==> src/rtl/core/dqi_pkg.sv <==
`default_nettype none

package dqi_pkg;

	// Fixed field widths of the stream payload
	localparam int MODE_W  = 3;
	localparam int POS_W   = 5;
	localparam int DATA_W  = 32;
	localparam int COUNT_W = 5;

	// Packed stream widths, padded to whole bytes
	localparam int IN_BITS  = MODE_W + POS_W + DATA_W;
	localparam int IN_W     = ((IN_BITS + 7) / 8) * 8;
	localparam int OUT_BITS = 2 * DATA_W + COUNT_W + 2;
	localparam int OUT_W    = ((OUT_BITS + 7) / 8) * 8;

	// Operation codes carried in the mode field
	localparam logic [MODE_W-1:0] MODE_PUSH_FRONT = 3'd0;
	localparam logic [MODE_W-1:0] MODE_PUSH_BACK  = 3'd1;
	localparam logic [MODE_W-1:0] MODE_INSERT     = 3'd2;
	localparam logic [MODE_W-1:0] MODE_POP_FRONT  = 3'd3;
	localparam logic [MODE_W-1:0] MODE_POP_BACK   = 3'd4;

	// Command broadcast along a row of cells
	typedef enum logic [1:0] {
		OP_HOLD,
		OP_INSERT,
		OP_SHIFT
	} cell_op_t;

endpackage

`default_nettype wire

==> src/rtl/core/dqi_cell.sv <==
`default_nettype none

module dqi_cell #(
	parameter int IDX = 0,
	parameter int CW  = 5
) (
	input  wire                                clk,
	input  wire  dqi_pkg::cell_op_t            op,
	input  wire  [CW-1:0]                      pos,
	input  wire  [dqi_pkg::DATA_W-1:0]         load_value,
	input  wire  [dqi_pkg::DATA_W-1:0]         left_data,
	input  wire  [dqi_pkg::DATA_W-1:0]         right_data,
	output logic [dqi_pkg::DATA_W-1:0]         data
);
	import dqi_pkg::*;

	localparam logic [CW-1:0] IDX_C = CW'(IDX);

	logic [DATA_W-1:0] data_q;
	logic [DATA_W-1:0] data_next;

	// Insert: load at the target slot, take from the left beyond it, hold before it.
	// Shift: take from the right, closing the gap at slot zero.
	always_comb begin
		data_next = data_q;
		case (op)
			OP_INSERT: begin
				if (IDX_C == pos) begin
					data_next = load_value;
				end else if (IDX_C > pos) begin
					data_next = left_data;
				end
			end
			OP_SHIFT: begin
				data_next = right_data;
			end
			default: begin
				data_next = data_q;
			end
		endcase
	end

	always_ff @(posedge clk) begin
		data_q <= data_next;
	end

	assign data = data_q;

endmodule

`default_nettype wire

==> src/rtl/core/dqi_chain.sv <==
`default_nettype none

module dqi_chain #(
	parameter int DEPTH = 16
) (
	input  wire                                   clk,
	input  wire  dqi_pkg::cell_op_t               op,
	input  wire  [$clog2(DEPTH+1)-1:0]            pos,
	input  wire  [dqi_pkg::DATA_W-1:0]            load_value,
	output logic [dqi_pkg::DATA_W-1:0]            head
);
	import dqi_pkg::*;

	localparam int CW = $clog2(DEPTH + 1);

	logic [DATA_W-1:0] cell_data  [DEPTH];
	logic [DATA_W-1:0] left_data  [DEPTH];
	logic [DATA_W-1:0] right_data [DEPTH];

	for (genvar gi = 0; gi < DEPTH; gi++) begin : g_cell
		// Missing neighbors tie to the load word; the first cell never selects its one, the last shifts it in
		if (gi == 0) begin : g_first
			assign left_data[gi] = load_value;
		end else begin : g_mid_l
			assign left_data[gi] = cell_data[gi-1];
		end
		if (gi == DEPTH - 1) begin : g_last
			assign right_data[gi] = load_value;
		end else begin : g_mid_r
			assign right_data[gi] = cell_data[gi+1];
		end

		dqi_cell #(
			.IDX (gi),
			.CW  (CW)
		) u_cell (
			.clk        (clk),
			.op         (op),
			.pos        (pos),
			.load_value (load_value),
			.left_data  (left_data[gi]),
			.right_data (right_data[gi]),
			.data       (cell_data[gi])
		);
	end

	assign head = cell_data[0];

endmodule

`default_nettype wire

==> src/rtl/core/deque_with_indexed_insert.sv <==
`default_nettype none

// Bounded deque of signed 32-bit words with push front, push back, insert at
// a position, pop front and pop back. One command beat in, one status beat out:
// each result carries the front and back words (0 when empty), the entry count,
// an empty flag and a dropped flag for a push or insert refused on a full store.
// The block takes one beat per clock cycle while results are taken; the result
// appears the cycle after the command beat, and the next command is taken in
// that same cycle when the result is taken too. The rows of cells shift or
// insert all entries at once. Two rows are kept: one in front-first
// order and one in back-first order, so both ends are read from slot zero.
// Entries hold no reset; only the count and the output valid flag are cleared.

module deque_with_indexed_insert #(
	parameter int DEPTH = 16
) (
	input  wire                          clk,
	input  wire                          arst_n,
	input  wire                          s_tvalid,
	output logic                         s_tready,
	// [2:0] mode, [7:3] position, [39:8] value
	input  wire  [dqi_pkg::IN_W-1:0]     s_tdata,
	output logic                         m_tvalid,
	input  wire                          m_tready,
	// [31:0] front_value, [63:32] back_value, [68:64] entry_count,
	// [69] is_empty, [70] dropped, [71] zero
	output logic [dqi_pkg::OUT_W-1:0]    m_tdata
);
	import dqi_pkg::*;

	localparam int CW = $clog2(DEPTH + 1);
	localparam int PW = (CW > POS_W) ? CW : POS_W;
	localparam logic [CW-1:0] FULL_C = CW'(DEPTH);

	logic              fire;
	logic [MODE_W-1:0] mode_in;
	logic [POS_W-1:0]  pos_in;
	logic [DATA_W-1:0] value_in;

	logic [CW-1:0]     count_q;
	logic [CW-1:0]     count_next;
	logic              out_valid_q;
	logic              dropped_q;
	logic              drop;

	logic              full;
	logic              empty;
	logic [PW-1:0]     pos_ext;
	logic [PW-1:0]     cnt_ext;
	logic [CW-1:0]     pos_clip;
	logic [CW-1:0]     ins_pos;

	cell_op_t          op_fwd;
	cell_op_t          op_rev;
	logic [CW-1:0]     pos_fwd;
	logic [CW-1:0]     pos_rev;
	logic [DATA_W-1:0] head_fwd;
	logic [DATA_W-1:0] head_rev;

	logic [DATA_W-1:0] front_value;
	logic [DATA_W-1:0] back_value;

	assign mode_in  = s_tdata[MODE_W-1:0];
	assign pos_in   = s_tdata[MODE_W+POS_W-1:MODE_W];
	assign value_in = s_tdata[MODE_W+POS_W+DATA_W-1:MODE_W+POS_W];

	// Hold new commands while a result waits untaken
	assign s_tready = !out_valid_q || m_tready;
	assign fire     = s_tvalid && s_tready;

	assign full  = (count_q == FULL_C);
	assign empty = (count_q == '0);

	// Clip the insert position: anything at or past the count appends at the back
	assign pos_ext  = PW'(pos_in);
	assign cnt_ext  = PW'(count_q);
	assign pos_clip = (pos_ext >= cnt_ext) ? count_q : pos_ext[CW-1:0];

	// Decode one command into a broadcast for each row. The back-first row sees
	// an insert at slot p as an insert at count - p.
	always_comb begin
		op_fwd     = OP_HOLD;
		op_rev     = OP_HOLD;
		pos_fwd    = '0;
		pos_rev    = '0;
		ins_pos    = '0;
		count_next = count_q;
		drop       = 1'b0;
		if (fire) begin
			case (mode_in)
				MODE_PUSH_FRONT, MODE_PUSH_BACK, MODE_INSERT: begin
					if (full) begin
						drop = 1'b1;
					end else begin
						if (mode_in == MODE_PUSH_FRONT) begin
							ins_pos = '0;
						end else if (mode_in == MODE_PUSH_BACK) begin
							ins_pos = count_q;
						end else begin
							ins_pos = pos_clip;
						end
						op_fwd     = OP_INSERT;
						pos_fwd    = ins_pos;
						op_rev     = OP_INSERT;
						pos_rev    = count_q - ins_pos;
						count_next = count_q + CW'(1);
					end
				end
				MODE_POP_FRONT: begin
					if (!empty) begin
						op_fwd     = OP_SHIFT;
						count_next = count_q - CW'(1);
					end
				end
				MODE_POP_BACK: begin
					if (!empty) begin
						op_rev     = OP_SHIFT;
						count_next = count_q - CW'(1);
					end
				end
				default: begin
					// unused modes leave the store alone
				end
			endcase
		end
	end

	// Front-first row: slot zero holds the front entry
	dqi_chain #(
		.DEPTH (DEPTH)
	) u_chain_fwd (
		.clk        (clk),
		.op         (op_fwd),
		.pos        (pos_fwd),
		.load_value (value_in),
		.head       (head_fwd)
	);

	// Back-first row: slot zero holds the back entry
	dqi_chain #(
		.DEPTH (DEPTH)
	) u_chain_rev (
		.clk        (clk),
		.op         (op_rev),
		.pos        (pos_rev),
		.load_value (value_in),
		.head       (head_rev)
	);

	always_ff @(posedge clk or negedge arst_n) begin
		if (!arst_n) begin
			count_q     <= '0;
			out_valid_q <= 1'b0;
		end else begin
			count_q <= count_next;
			if (fire) begin
				out_valid_q <= 1'b1;
			end else if (m_tready) begin
				out_valid_q <= 1'b0;
			end
		end
	end

	always_ff @(posedge clk) begin
		if (fire) begin
			dropped_q <= drop;
		end
	end

	// The result reads straight from the rows; state holds while it waits
	assign front_value = empty ? '0 : head_fwd;
	assign back_value  = empty ? '0 : head_rev;

	assign m_tvalid = out_valid_q;
	assign m_tdata  = {{(OUT_W - OUT_BITS){1'b0}}, dropped_q, empty,
		COUNT_W'(count_q), back_value, front_value};

	// The count never passes the depth
	a_count_bound: assert property (@(posedge clk) disable iff (!arst_n)
		count_q <= FULL_C)
		else $error("entry count beyond depth");

	// A push or insert into a full store yields a dropped result
	a_drop_flag: assert property (@(posedge clk) disable iff (!arst_n)
		(fire && full && (mode_in == MODE_PUSH_FRONT || mode_in == MODE_PUSH_BACK
			|| mode_in == MODE_INSERT)) |=> (m_tvalid && dropped_q))
		else $error("full store push not flagged as dropped");

	// The store does not move while a result is stalled
	a_stall_hold: assert property (@(posedge clk) disable iff (!arst_n)
		(m_tvalid && !m_tready) |=> $stable(count_q))
		else $error("count changed under a stalled result");

	// With a single entry both rows must agree on it
	a_single_entry: assert property (@(posedge clk) disable iff (!arst_n)
		(count_q == CW'(1)) |-> (head_fwd == head_rev))
		else $error("front and back rows disagree on the only entry");

endmodule

`default_nettype wire
==> config.mk <==
export PLATFORM = sky130hd
export DESIGN_NAME = deque_with_indexed_insert
export DESIGN_NICKNAME = d
export VERILOG_FILES = /design/src/rtl/core/dqi_pkg.sv /design/src/rtl/core/dqi_cell.sv /design/src/rtl/core/dqi_chain.sv /design/src/rtl/core/deque_with_indexed_insert.sv
export SDC_FILE = /design/constraint.sdc
export NUM_CORES = 2
export LEC_CHECK = 0
export BUFFER_PORTS_ARGS = -buffer_cell sky130_fd_sc_hd__clkbuf_2
export CAP_MARGIN = 20
export CORE_UTILIZATION = 35
export DETAILED_ROUTE_END_ITERATION = 6
export MAX_ROUTING_LAYER = met4
export PLACE_DENSITY_LB_ADDON = 0.2
export SETUP_SLACK_MARGIN = 0.5
export SLEW_MARGIN = 10
export SYNTH_ARGS = -nofsm -noshare
export SYNTH_HDL_FRONTEND = slang
export SYNTH_HIERARCHICAL = 1
export SYNTH_SLANG_ARGS = --single-unit
==> constraint.sdc <==
create_clock -name clk -period 8.5 [get_ports clk]
set_input_delay 2.125 -clock clk [delete_from_list [all_inputs] [get_ports clk]]
set_output_delay 2.125 -clock clk [all_outputs]
set_load 0.005 [all_outputs]
Yosys cells after proc, flatten, opt, wreduce, memory -nomap -nowiden
Cells that the tools add are included.

word-level totals
  register bits = 1,031
  latch bits = 0
  RAM bits = 0
  ROM bits = 0
  input port bits = 44
  logic and storage cells = 312
  memories = 0

operators by class
  add/subtract/negate cells = 3
  multipliers = 0
  div/mod/pow operators = 0
  magnitude comparators = 33
  equality and inequality tests = 73
  shift-type cells = 0
  muxes and demuxes = 122
  bitwise gates (word level) = 0
  reductions and logical operators = 46

operator list
  operator               number
  $mux W32               66
  $pmux W32 S2           32
  $ne A3 B3 Y1 const B   32
  $eq A4 B5 Y1 const A   16
  $gt A4 B5 Y1 const A   16
  $mux W5                14
  $reduce_and A2 Y1      32
  $eq A3 B5 Y1 const A   8
  $gt A3 B5 Y1 const A   8
  $eq A2 B5 Y1 const A   4
  $gt A1 B5 Y1 const A   4
  $gt A2 B5 Y1 const A   4
  $logic_not A5 Y1       3
  $eq A1 B5 Y1 const A   2
  $pmux W5 S2            1
  $pmux W2 S2            2
  $reduce_bool A2 Y1     4
  $eq A3 B2 Y1 const B   2
  $mux W2                3
  $add A5 B1 Y5 const B  1
  $eq A5 B5 Y1 const B   1
  $ge A5 B5 Y1           1
  $sub A5 B1 Y5 const B  1
  $sub A5 B5 Y5          1
  other kinds (13)       19

Depth between registers and ports, before layout
  depth in word-level cells = 15
  depth in mapped cells = 20
  gate-level depth less buffers = 17

Cells and area by module
The synthesis kept the hierarchy.

by module, submodules not included
  module                                        times used  cells an instance  area each (sq um)  seq. area each (sq um)
  dqi_cell (u_chain_fwd.g_cell[13].u_cell ...)  2           190                2,035.7            960.9
  dqi_cell (u_chain_fwd.g_cell[10].u_cell ...)  2           192                2,003.2            960.9
  dqi_cell (u_chain_fwd.g_cell[6].u_cell ...)   2           191                2,000.7            960.9
  dqi_cell (u_chain_fwd.g_cell[8].u_cell ...)   2           190                1,998.2            960.9
  dqi_cell (u_chain_fwd.g_cell[14].u_cell ...)  2           191                1,995.7            960.9
  dqi_cell (u_chain_fwd.g_cell[12].u_cell ...)  2           190                1,991.9            960.9
  dqi_cell (u_chain_fwd.g_cell[0].u_cell ...)   2           188                1,990.7            960.9
  dqi_cell (u_chain_fwd.g_cell[3].u_cell ...)   2           192                1,905.6            960.9
  dqi_cell (u_chain_fwd.g_cell[11].u_cell ...)  2           192                1,861.8            960.9
  dqi_cell (u_chain_fwd.g_cell[15].u_cell ...)  2           191                1,796.7            960.9
  dqi_cell (u_chain_fwd.g_cell[2].u_cell ...)   2           188                1,785.5            960.9
  dqi_cell (u_chain_fwd.g_cell[5].u_cell ...)   2           187                1,779.2            960.9
  dqi_cell (u_chain_fwd.g_cell[9].u_cell ...)   2           188                1,778.0            960.9
  dqi_cell (u_chain_fwd.g_cell[4].u_cell ...)   2           188                1,776.7            960.9
  +3 rows                                       --          --                 --                 --

Worst setup path after synthesis
OpenSTA, ideal clock, no wires.

  kind = in2reg
  start = input port s_tdata[3] in the netlist's numbering
  end = register u_chain_rev.g_cell[8].u_cell.data_q[0] (enable)
  setup time = 466 ps
  arrival = 8,990 ps
  required time = 8,034 ps
  path slack = -956 ps
  stages = 16
  buffers on the path = 1
  path through = inv_1 > ha_1 > nand2b_1 > a2111oi_2 > o21ai_2 > mux2i_1 > or2_1 > ha_1 > a21oi_1 > o21ai_0 > xnor2_1 > nor2_1 > or4b_1 > buf_2 > o22a_1 > o21ai_0

between the ends
  word-level cells in the longest chain between the ends = 14
  elaborated cells between the ends (all ways) = 15
  classes of those cells = add/sub (1); order compare (2); eq/ne (2); mux (9); reduce/logical (1)

ends and longest elaborated chain
  element                                              line                              source
  start: declaration                                   deque_with_indexed_insert.sv:22   input wire [dqi_pkg::IN_W-1:0] s_tdata,
  $ge A5 B5 Y1                                         deque_with_indexed_insert.sv:77   assign pos_clip = (pos_ext >= cnt_ext) ? count_q : pos_ext[CW-1:0];
  $mux W5 (*)                                          deque_with_indexed_insert.sv:77
  $mux W5 (*)                                          deque_with_indexed_insert.sv:97   end else if (mode_in == MODE_PUSH_BACK) begin
  $mux W5 (*)                                          deque_with_indexed_insert.sv:95   if (mode_in == MODE_PUSH_FRONT) begin
  $mux W5 (*)                                          deque_with_indexed_insert.sv:92   if (full) begin
  $mux W5 (*)                                          deque_with_indexed_insert.sv:90   case (mode_in)
  $mux W5 (*)                                          deque_with_indexed_insert.sv:89   if (fire) begin
  $sub A5 B5 Y5 (*)                                    deque_with_indexed_insert.sv:105  pos_rev = count_q - ins_pos;
  $mux W5 (*)                                          deque_with_indexed_insert.sv:92
  $mux W5 (*)                                          deque_with_indexed_insert.sv:90
  $mux W5 (*)                                          deque_with_indexed_insert.sv:89
  via pos_rev[3]                                       deque_with_indexed_insert.sv:56   logic [CW-1:0] pos_rev;
  $gt A4 B5 Y1 / $eq A4 B5 Y1 (equally long branches)  dqi_cell.sv:30, dqi_cell.sv:28
  $ne A3 B3 Y1 (no line) (*)                           --
  $reduce_and A2 Y1 (no line) (*)                      --
  end signal: assignment                               dqi_cell.sv:44                    data_q <= data_next;
  end: declaration                                     dqi_cell.sv:19                    logic [DATA_W-1:0] data_q;

Mark *: on every way through the listed nets, which the timed path passes. The rest lies on a longest branch. The select of a mux whose other input is x is not followed.
A chain may end at the register's enable or synchronous reset.

Worst setup path after layout
  start = input port s_tdata[3] in the netlist's numbering
  end = register u_chain_rev.g_cell[11].u_cell.data_q[25], data pin

between the ends
  word-level cells in the longest chain between the ends = 14

ends and longest elaborated chain
  element                                          line                              source
  $ge A5 B5 Y1                                     deque_with_indexed_insert.sv:77
  $mux W5 (*)                                      deque_with_indexed_insert.sv:77
  $mux W5 (*)                                      deque_with_indexed_insert.sv:97
  $mux W5 (*)                                      deque_with_indexed_insert.sv:95
  $mux W5 (*)                                      deque_with_indexed_insert.sv:92
  $mux W5 (*)                                      deque_with_indexed_insert.sv:90
  $mux W5 (*)                                      deque_with_indexed_insert.sv:89
  $sub A5 B5 Y5 (*)                                deque_with_indexed_insert.sv:105
  $mux W5 (*)                                      deque_with_indexed_insert.sv:92
  $mux W5 (*)                                      deque_with_indexed_insert.sv:90
  $mux W5 (*)                                      deque_with_indexed_insert.sv:89
  via pos_rev[4]                                   deque_with_indexed_insert.sv:56
  $eq A4 B5 Y1 (*)                                 dqi_cell.sv:28                    if (IDX_C == pos) begin
  $mux W32 (*)                                     dqi_cell.sv:28
  $pmux W32 S2 (*)                                 dqi_cell.sv:26                    case (op)
  via u_chain_rev.g_cell[11].u_cell.data_next[25]  dqi_cell.sv:20                    logic [DATA_W-1:0] data_next;
  end signal: assignment                           dqi_cell.sv:44
  end: declaration                                 dqi_cell.sv:19

Marked as above.

==> impl_metrics.csv <==
group,metric,value,unit
run_status,status,"complete, no violations",
final_layout,utilization,38.8,%
yosys,syn_inst,6241,
yosys,yosys_most_used_dff,"edfxtp_1",
final_layout,fill_cells,17188,
timing,rsz0062_at_grt,"no",
pwr,power,15600,uW
setup_path,cp-end-kind,"flip-flop",
cts,clock_latency,770,ps
worst_hold_path,min-delay-start,"u_chain_fwd/g_cell[15].u_cell/data[14]",
floorplan,fp.dieH,422,um
cts,path_clk_slew,60,ps
placed_design,post-place-ws,1290,ps
yosys,yosysSeqAreaShare,50.0,%
timing,fin_tns_setup,0,ps
timing,setup_viol,0,
cts,post_cts_resized,0,
global_route,grtUsageTotal,22.8,%
final_layout,area_delta_synth_final,9.55,%
placed_design,hpwl,128,mm
setup_path,startpoint,"s_tdata[3]",
drt,num_vias,50520,
yosys,yosys_register_bits,1031,
drt,firstDrtPassIters,6,
setup_path,cp.required,9010,ps
cts,cts_tree,"done",
cts,cts.sinks,1031,
yosys,synth_most_common_cell,"edfxtp_1",
yosys,synth_largest_area_cell,"edfxtp_1",
setup_path,timing.rr.end,"u_chain_rev/g_cell[11].u_cell/data[25]",
timing,hold_viol,0,
yosys,netlist_area,61900,um^2
drt,routed_via_density,5.99,
final_layout,fin_nets,6057,
drt,drtIter0Drc,5893,
setup_path,r2r-start,"cnt_ext[0]",
timing,max_slew_margin,25.2,%
timing,worstMarginPinSlew,1120,ps
yosys,yosys.area_share.xor_xnor,0.113,%
global_route,globalRoute.totalOverflow,0,
run,max_cap_viol_count,0,
setup_path,worstPathArrival,6970,ps
worst_hold_path,min_to,"u_chain_fwd/g_cell[14].u_cell/data[14]",
timing,worst_slack,2030,ps
timing,max_freq,0.155,GHz
yosys,synth_area_leaders,"edfxtp_1 50%, o211ai_2 8.5%, o211ai_1 5.7%, nand2_1 5.6%, a31oi_1 4.6%",
cts,cts_root_buf,"clkbuf_16",
floorplan,die_x,422,um
yosys,synth_edf_count,1025,
yosys,synth_top_family_by_area,"compound AO/OA/AOI/OAI gates",
yosys,muxShareOfSynthArea,0.154,%
worst_hold_path,hold_path_depth,2,
yosys,synth_warnings,6,
final_layout,final_area,67800,um^2
setup_path,criticalPathCategory,"in -> reg",
floorplan,ios,118,
drt,totalWireLength,203,mm
yosys,yosys.area_share.simple,16.3,%
global_route,grt_max_degree,137,
setup_path,rr_worst_depth,16,
cts,post_cts_buffers,0,
setup_path,r2r_slack,2910,ps
placed_design,place.gp.congestion,0.804,
yosys,synthTopCellsByCount,"1025 x edfxtp_1, 921 x nand2_1, 608 x nor2_1",
drt,final_antenna_net_count,0,
setup_path,cp_max_fo,31,
placed_design,placed_cell_area,63600,um^2
pwr,p_per_area,230,nW/um^2
global_route,antenna_found_initial,2,
floorplan,row_count,153,
final_layout,layout-drive-gt1-share,17.7,%
timing,fin_worst_skew,24.3,ps
timing,fin_crit_sh,76.1,%
pwr,ir_drop,201,uV
yosys,synth.distinct_cells,74,
floorplan,floorplan.initialDensity,35.4,%
yosys,synth_top_area_share,49.8,%
setup_path,start_kind,"input port",
worst_hold_path,hp-class,"reg -> reg",
cts,cts_max_level,4,
yosys,postSynthAreaPerCell,9.91,um^2
timing,drv_slew,0,
timing,period_needed,6470,ps
cts,cts_buffers,130,
cts,postCtsHoldBufs,0,
drt,drc,0,
yosys,synth_compound_area_share,26.8,%
floorplan,die_area,178000,um^2
pwr,leakagePower,0.0222,uW
yosys,synth_fa_ha_area_share,0.328,%
yosys,syn_nets,6300,
global_route,first_global_vias,46800,
yosys,async_flop_share,0.582,%
global_route,grt_first_pass_wirelength,313,mm
drt,post_drt_wl_per_cell,24.1,um
floorplan,core_area,175000,um^2
cts,clock_path_buffers,3,
placed_design,io_buffers,116,
-- critical path, stage by stage --
cell and delay, ps:
clkbuf_2 110, inv_1 50, ha_1 280, nand2b_1 150, a2111oi_2 450, o21ai_2 210, mux2i_1 320, nor2_1 80
ha_1 240, fa_1 410, nor2b_1 150, o21a_1 130, o21ai_0 120, mux2i_4 670, buf_4 330, and2b_1 590
a41oi_1 410, a21oi_1 100
-- registers in the layout (all words and copies together) (netlist names) --
signal,count
m_tvalid,1
u_chain_fwd/g_cell.u_cell/data,512
dropped_q,1
u_chain_rev/g_cell.u_cell/data,512
cnt_ext,5
-- kinds of logic (layout without fill, tap and decap cells) --
family / Yosys count / after routing
xor gates and xnor gates: 8 / 8
and+or+nand+nor: 2229 / 2229
adders and majority gates: 15 / 15
DFF: 1031 / 1031
other: 1 / 4
buffers and inverters: 734 / 595
AOI/OAI and AO/OA: 2214 / 2214
muxes: 9 / 9
-- per-layer routing --
| metal | up-vias | global-route usage [%] | wire length [um] |
|---|---|---|---|
| li1 | 23326 | - | - |
| met1 | 24745 | 34.9 | 98800 |
| met2 | 2217 | 30.5 | 83800 |
| met3 | 232 | 3.25 | 15700 |
| met4 | 0 | 6.73 | 5190 |
| met5 | - | - | 0 |
-- layout by cell type, fill, tap and decap left out, types with 116 or more instances in the layout --
| cell | synthesis | final |
|---|---|---|
| edfxtp_1 | 1025 | 1025 |
| nand2_1 | 921 | 919 |
| nor2_1 | 608 | 599 |
| o211ai_1 | 471 | 471 |
| a31oi_1 | 456 | 456 |
| o21ai_1 | 436 | 432 |
| o211ai_2 | 418 | 418 |
| nand3_1 | 401 | 401 |
| buf_4 | 27 | 201 |
| o21ai_0 | 144 | 138 |
| clkbuf_16 | 0 | 134 |
| a21oi_1 | 131 | 131 |
| a41oi_1 | 124 | 124 |
| clkbuf_2 | 24 | 116 |
-- power by group --
part | leakage, uW | switching [uW] | internal, uW
combinational | 0.0106 | 2390 | 1040
clock | 0.00202 | 2300 | 3200
sequential | 0.00951 | 338 | 6280
-- worst max-delay path by stage --
stage	endpoint	cells after the start
after floorplan	u_chain_rev/g_cell[8].u_cell/data[0]	16
after global placement	u_chain_rev/g_cell[14].u_cell/data[31]	19
after detailed placement	u_chain_rev/g_cell[14].u_cell/data[31]	19
after CTS	u_chain_rev/g_cell[14].u_cell/data[31]	19
after global routing	u_chain_rev/g_cell[11].u_cell/data[25]	18
final	u_chain_rev/g_cell[11].u_cell/data[25]	18
-- cell type report --
cell class	instances	area (um^2)	area share, %
inverter	28	108	0.159
multi-input combinational	4476	27300	40.3
clock inverter	72	659	0.973
timing repair buffer	331	2350	3.46
antenna	3	7.51	0.0111
sequential	1031	30900	45.6
clock buffer	164	3470	5.11
tap	2325	2910	4.29
-- per-stage QoR --
stage          hold slack [ps]  instances
2_1_floorplan              515       6241
3_3_place_gp               520       8183
3_5_place_dp               524       8189
4_1_cts                    546       8425
5_1_grt                    562       8428
6_report                   544       8430
Power figures use the tool's default switching activity.
